$ cat src/hdl/tmte_pkg.sv
`default_nettype none

package tmte_pkg;

    // Geometry defaults
    localparam int COLUMNS_DEF = 80;
    localparam int ROWS_DEF    = 25;

    // Field widths
    localparam int CELL_W    = 16;
    localparam int CODE_W    = 8;
    localparam int COLOR_W   = 4;
    localparam int IDX_W     = 11;
    localparam int COL_OUT_W = 7;
    localparam int ROW_OUT_W = 5;

    localparam logic [CODE_W-1:0]  LINE_FEED  = 8'h0A;
    localparam logic [CODE_W-1:0]  SPACE_CODE = 8'h20;
    localparam logic [COLOR_W-1:0] FG_RESET   = 4'hF;
    localparam logic [COLOR_W-1:0] BG_RESET   = 4'h4;

    typedef enum logic [1:0] {
        KIND_PUT   = 2'd0,
        KIND_ERASE = 2'd1,
        KIND_CLEAR = 2'd2,
        KIND_READ  = 2'd3
    } t_kind;

    typedef enum logic {
        CFG_FG = 1'b0,
        CFG_BG = 1'b1
    } t_cfg_idx;

    typedef struct packed {
        t_kind              kind;
        logic [CODE_W-1:0]  char_code;
        logic [IDX_W-1:0]   cell_index;
    } t_item;

    typedef struct packed {
        logic [CELL_W-1:0]    cell_word;
        logic [COL_OUT_W-1:0] cursor_col;
        logic [ROW_OUT_W-1:0] cursor_row;
    } t_result;

    typedef enum logic [2:0] {
        S_INIT,
        S_IDLE,
        S_EXEC,
        S_READ,
        S_SCROLL,
        S_FILL
    } t_state;

    typedef enum logic [2:0] {
        MEM_NONE,
        MEM_WR_CUR,
        MEM_RD_ITEM,
        MEM_SCROLL,
        MEM_FILL_ZERO,
        MEM_FILL_BLANK
    } t_mem_op;

    typedef enum logic [1:0] {
        CUR_HOLD,
        CUR_STEP,
        CUR_HOME
    } t_cur_op;

    typedef struct packed {
        logic    load;
        logic    ptr_clr;
        logic    ptr_inc;
        logic    emit;
        t_mem_op mem_op;
        t_cur_op cur_op;
    } t_dp_cmd;

    typedef struct packed {
        t_kind kind;
        logic  cell_write;
        logic  need_scroll;
        logic  fill_end;
        logic  scroll_end;
    } t_dp_stat;

endpackage

`default_nettype wire

$ cat src/hdl/tmte_ctrl.sv
`default_nettype none

module tmte_ctrl (
    input  wire logic               i_clk,
    input  wire logic               i_rst_n,
    input  wire logic               i_start,
    input  tmte_pkg::t_dp_stat      i_stat,
    output tmte_pkg::t_dp_cmd       o_cmd,
    output logic                    o_busy
);

    tmte_pkg::t_state r_state;
    tmte_pkg::t_state n_state;

    always_ff @(posedge i_clk) begin
        if (!i_rst_n) begin
            r_state <= tmte_pkg::S_INIT;
        end else begin
            r_state <= n_state;
        end
    end

    always_comb begin
        n_state       = r_state;
        o_cmd.load    = 1'b0;
        o_cmd.ptr_clr = 1'b0;
        o_cmd.ptr_inc = 1'b0;
        o_cmd.emit    = 1'b0;
        o_cmd.mem_op  = tmte_pkg::MEM_NONE;
        o_cmd.cur_op  = tmte_pkg::CUR_HOLD;

        unique case (r_state)
            tmte_pkg::S_INIT: begin
                o_cmd.mem_op = tmte_pkg::MEM_FILL_ZERO;
                if (i_stat.fill_end) begin
                    o_cmd.ptr_clr = 1'b1;
                    n_state       = tmte_pkg::S_IDLE;
                end else begin
                    o_cmd.ptr_inc = 1'b1;
                end
            end
            tmte_pkg::S_IDLE: begin
                if (i_start) begin
                    o_cmd.load = 1'b1;
                    n_state    = tmte_pkg::S_EXEC;
                end
            end
            tmte_pkg::S_EXEC: begin
                unique case (i_stat.kind)
                    tmte_pkg::KIND_PUT: begin
                        if (i_stat.cell_write) begin
                            o_cmd.mem_op = tmte_pkg::MEM_WR_CUR;
                        end
                        o_cmd.cur_op = tmte_pkg::CUR_STEP;
                        if (i_stat.need_scroll) begin
                            o_cmd.ptr_clr = 1'b1;
                            n_state       = tmte_pkg::S_SCROLL;
                        end else begin
                            o_cmd.emit = 1'b1;
                            n_state    = tmte_pkg::S_IDLE;
                        end
                    end
                    tmte_pkg::KIND_ERASE: begin
                        if (i_stat.cell_write) begin
                            o_cmd.mem_op = tmte_pkg::MEM_WR_CUR;
                        end
                        o_cmd.cur_op = tmte_pkg::CUR_STEP;
                        o_cmd.emit   = 1'b1;
                        n_state      = tmte_pkg::S_IDLE;
                    end
                    tmte_pkg::KIND_CLEAR: begin
                        o_cmd.ptr_clr = 1'b1;
                        n_state       = tmte_pkg::S_FILL;
                    end
                    tmte_pkg::KIND_READ: begin
                        o_cmd.mem_op = tmte_pkg::MEM_RD_ITEM;
                        n_state      = tmte_pkg::S_READ;
                    end
                endcase
            end
            tmte_pkg::S_READ: begin
                o_cmd.emit = 1'b1;
                n_state    = tmte_pkg::S_IDLE;
            end
            tmte_pkg::S_SCROLL: begin
                o_cmd.mem_op = tmte_pkg::MEM_SCROLL;
                if (i_stat.scroll_end) begin
                    o_cmd.emit = 1'b1;
                    n_state    = tmte_pkg::S_IDLE;
                end else begin
                    o_cmd.ptr_inc = 1'b1;
                end
            end
            tmte_pkg::S_FILL: begin
                o_cmd.mem_op = tmte_pkg::MEM_FILL_BLANK;
                if (i_stat.fill_end) begin
                    o_cmd.cur_op = tmte_pkg::CUR_HOME;
                    o_cmd.emit   = 1'b1;
                    n_state      = tmte_pkg::S_IDLE;
                end else begin
                    o_cmd.ptr_inc = 1'b1;
                end
            end
            default: begin
                n_state = tmte_pkg::S_IDLE;
            end
        endcase
    end

    assign o_busy = (r_state != tmte_pkg::S_IDLE);

endmodule

`default_nettype wire

$ cat config.mk
export PLATFORM = sky130hd
export DESIGN_NAME = tmte_ctrl
export DESIGN_NICKNAME = d
export VERILOG_FILES = /design/src/hdl/tmte_pkg.sv /design/src/hdl/tmte_ctrl.sv
export SDC_FILE = /design/constraint.sdc
export NUM_CORES = 1
export LEC_CHECK = 0
export BUFFER_PORTS_ARGS = -buffer_cell sky130_fd_sc_hd__buf_2
export CELL_PAD_IN_SITES_DETAIL_PLACEMENT = 1
export CELL_PAD_IN_SITES_GLOBAL_PLACEMENT = 2
export CORE_AREA = 2 2 41 43
export CTS_BUF_LIST = sky130_fd_sc_hd__clkbuf_8
export DETAILED_ROUTE_END_ITERATION = 7
export DIE_AREA = 0 0 43 45
export MAX_ROUTING_LAYER = met4
export PLACE_DENSITY = 0.77
export SYNTH_ARGS = -nofsm -noshare
export SYNTH_HDL_FRONTEND = slang
export SYNTH_SLANG_ARGS = --single-unit
$ cat constraint.sdc
create_clock -name i_clk -period 3.1 [get_ports i_clk]
set_input_delay 0.465 -clock i_clk [delete_from_list [all_inputs] [get_ports i_clk]]
set_output_delay 0.465 -clock i_clk [all_outputs]
set_load 0.005 [all_outputs]
==> impl_metrics.ini <==
[setup_path]
crit_arrival_ns = 1.46
cp_cell_sequence = mux2i_1 -> a21oi_1 -> nor2_1 -> buf_2
end_kind = output pin
slowest_stage = dfxtp_1
slowest_delay_ns = 0.60
crit_path_start_kind = flip-flop
required_ns = 2.63
worstPathMaxFanout = 13
crit_type = flip-flop to output pin

[final_layout]
area_delta_synth_final_pct = 44.4
final_cells = 79
largest_register_ffs = 3
multiInputGateArea_um2 = 225
drive_above_1_share_pct = 36.5
seq_area_um2 = 60.1
layout.nets = 73
reg.largest.list = r_state: 3 flops
mostFrequentLayoutCell = buf_2
n_fill_cell = 197
top_register = r_state
final_cell_mix = buf_2, nor2_1, nand2_1, nand2b_1
n_antenna_cell = 0

[floorplanning]
rows = 14
core_um2 = 1470
die-area_um2 = 1940
ios = 19
start_util_pct = 21.1
die-height_um = 45
die_x_um = 43

[routing]
vias = 371
antenna_left = 0
drt_wl_total_um = 917
drt_first_iter_violations = 7
first_pass_iters = 3
avgViaCountPerCell = 4.70
routedWlPerCell_um = 11.6
drcViolationCount = 0

[global_route]
grt.met3_usage_pct = 4.00
grt_util_all_layers_pct = 10.7
grtUsageMet1_pct = 12.9
grt_overflow = 0
top_usage_layer = met2
grt_pass1_vias = 344
grt_max_degree = 14
grt_pass1_wl_um = 1520
antenna_found_initial = 0
use_met2_pct = 17.6

[yosys]
synth.top_cell.area_share_pct = 19.4
synth.area.top_cells = dfxtp_1, mux2i_1, nand2b_1
syn_area_per_cell_um2 = 7.05
synthCells = 44
synth_area_um2 = 310
synth_nets = 53
synth_area_leader_cell = dfxtp_1
ys_types = 22
ys_ff_latch = 3
ys.warnings.count = 0
yosysSeqAreaShare_pct = 19.4

[pwr]
ir_worst_vdd_v = 0.000372
leakagePower_nw = 0.218
p_per_area_nw_per_um2 = 430
power_mw = 0.192

[clock_tree]
root_buffer = clkbuf_8
cts_setup_buffers = 0
numCtsBuffers = 3
clock_latency_ns = 0.21
cts_max_level = 1
hold_buffers = 0
cts_resized = 0
cts_tree = built
numClockSinks = 3
clk_pin_slew_ns = 0.03
clockBufferDepth = 2

[place]
post-place-ws_ns = 1.38
dpl.cell_count = 75
dp_hpwl_um = 701
io_buffers = 18
globalplace.congestion = 0.655

[status]
outcome = finished, final reports clean

[flow_run]
maxCapViolCount = 0

[worst_hold_path]
min_path_type = primary input to flip-flop

[sta]
rsz0062_at_grt = false
fin_ws_ns = 1.18
maxSlewViolCount = 0
worst_pin_slew_ns = 0.476
fin_worst_skew_ns = 0.00291
setup_viol = 0
hold_viol_final = 0
fin_crit_sh_pct = 62.1
fmax_mhz = 520
fin_hold_ws_ns = 0.529
slew_headroom_pct = 68.2
period_needed_ns = 1.92
finalSetupTns_ns = 0
synth_stat cells:
master and instances:
a21boi_1 1, a21oi_1 3, a32o_1 1, and3b_1 1
buf_2 2, buf_4 1, dfxtp_1 3, inv_1 2
mux2i_1 3, nand2_1 5, nand2b_1 4, nand3_1 1
nand4b_1 1, nor2_1 6, nor3_1 3, nor3b_1 1
nor4b_2 1, o21ai_0 1, o21ba_2 1, o22ai_1 1
or3_1 1, xor2_1 1
worst max-delay path, delay by kind of cell (launching register included):
kind,cells,cell delay [ns]
AO/OA/AOI/OAI,1,0.10
buffers and inverters,1,0.11
AND/OR/NAND/NOR,1,0.10
flip-flops,1,0.60
multiplexers,1,0.33
cell type report:
type	count	area share (%)
Multi-Input combinational cell	36	50.3
Timing Repair Buffer	18	20.1
Sequential cell	3	13.4
Clock buffer	3	9.22
Tap cell	16	4.47
Inverter	2	1.68
Clock inverter	1	0.838
through the flow:
| stage | utilization, % | area [um2] |
|---|---|---|
| after global placement | 27.4 | 403 |
| final | 30.4 | 448 |
| after global routing | 30.4 | 448 |
| after detailed placement | 27.4 | 403 |
| after floorplan | - | 310 |
| after CTS | 30.4 | 448 |
per-layer routing:
metal / vias up / routed length [um]
met5: - / 0
met1: 165 / 434
met3: 0 / 69
li1: 193 / -
met2: 13 / 413
met4: 0 / 0
cells by family (layout without fill, tap and decap cells):
group                  count (synthesis)  in the layout  synth area share (%)
buffers and inverters                  5             24                  8.07
AND/OR/NAND/NOR                       24             24                  42.7
AO/OA/AOI/OAI                          8              8                  17.3
flip-flops                             3              3                  19.4
multiplexers                           3              3                  9.68
XOR/XNOR                               1              1                  2.82
final timing paths:
path                            cells after the start                     from                      end  slack, ns
worst min-delay path                                2                  i_rst_n  r_state[2]$_SDFFE_PN0P_       0.53
worst min register to register                      2  r_state[1]$_SDFFE_PN0P_  r_state[2]$_SDFFE_PN0P_       0.64
worst max-delay path                                4  r_state[0]$_SDFFE_PN0P_                 o_cmd[6]       1.18
worst max register to register                      3  r_state[1]$_SDFFE_PN0P_  r_state[0]$_SDFFE_PN0P_       1.76
power breakdown:
group          total (mW)  switching (mW)  internal (mW)
Clock               0.107          0.0230         0.0841
Combinational      0.0368          0.0168         0.0200
Sequential         0.0486         0.00753         0.0410
Total               0.192          0.0474          0.145
Note: power is estimated with default switching activity, not from simulation.
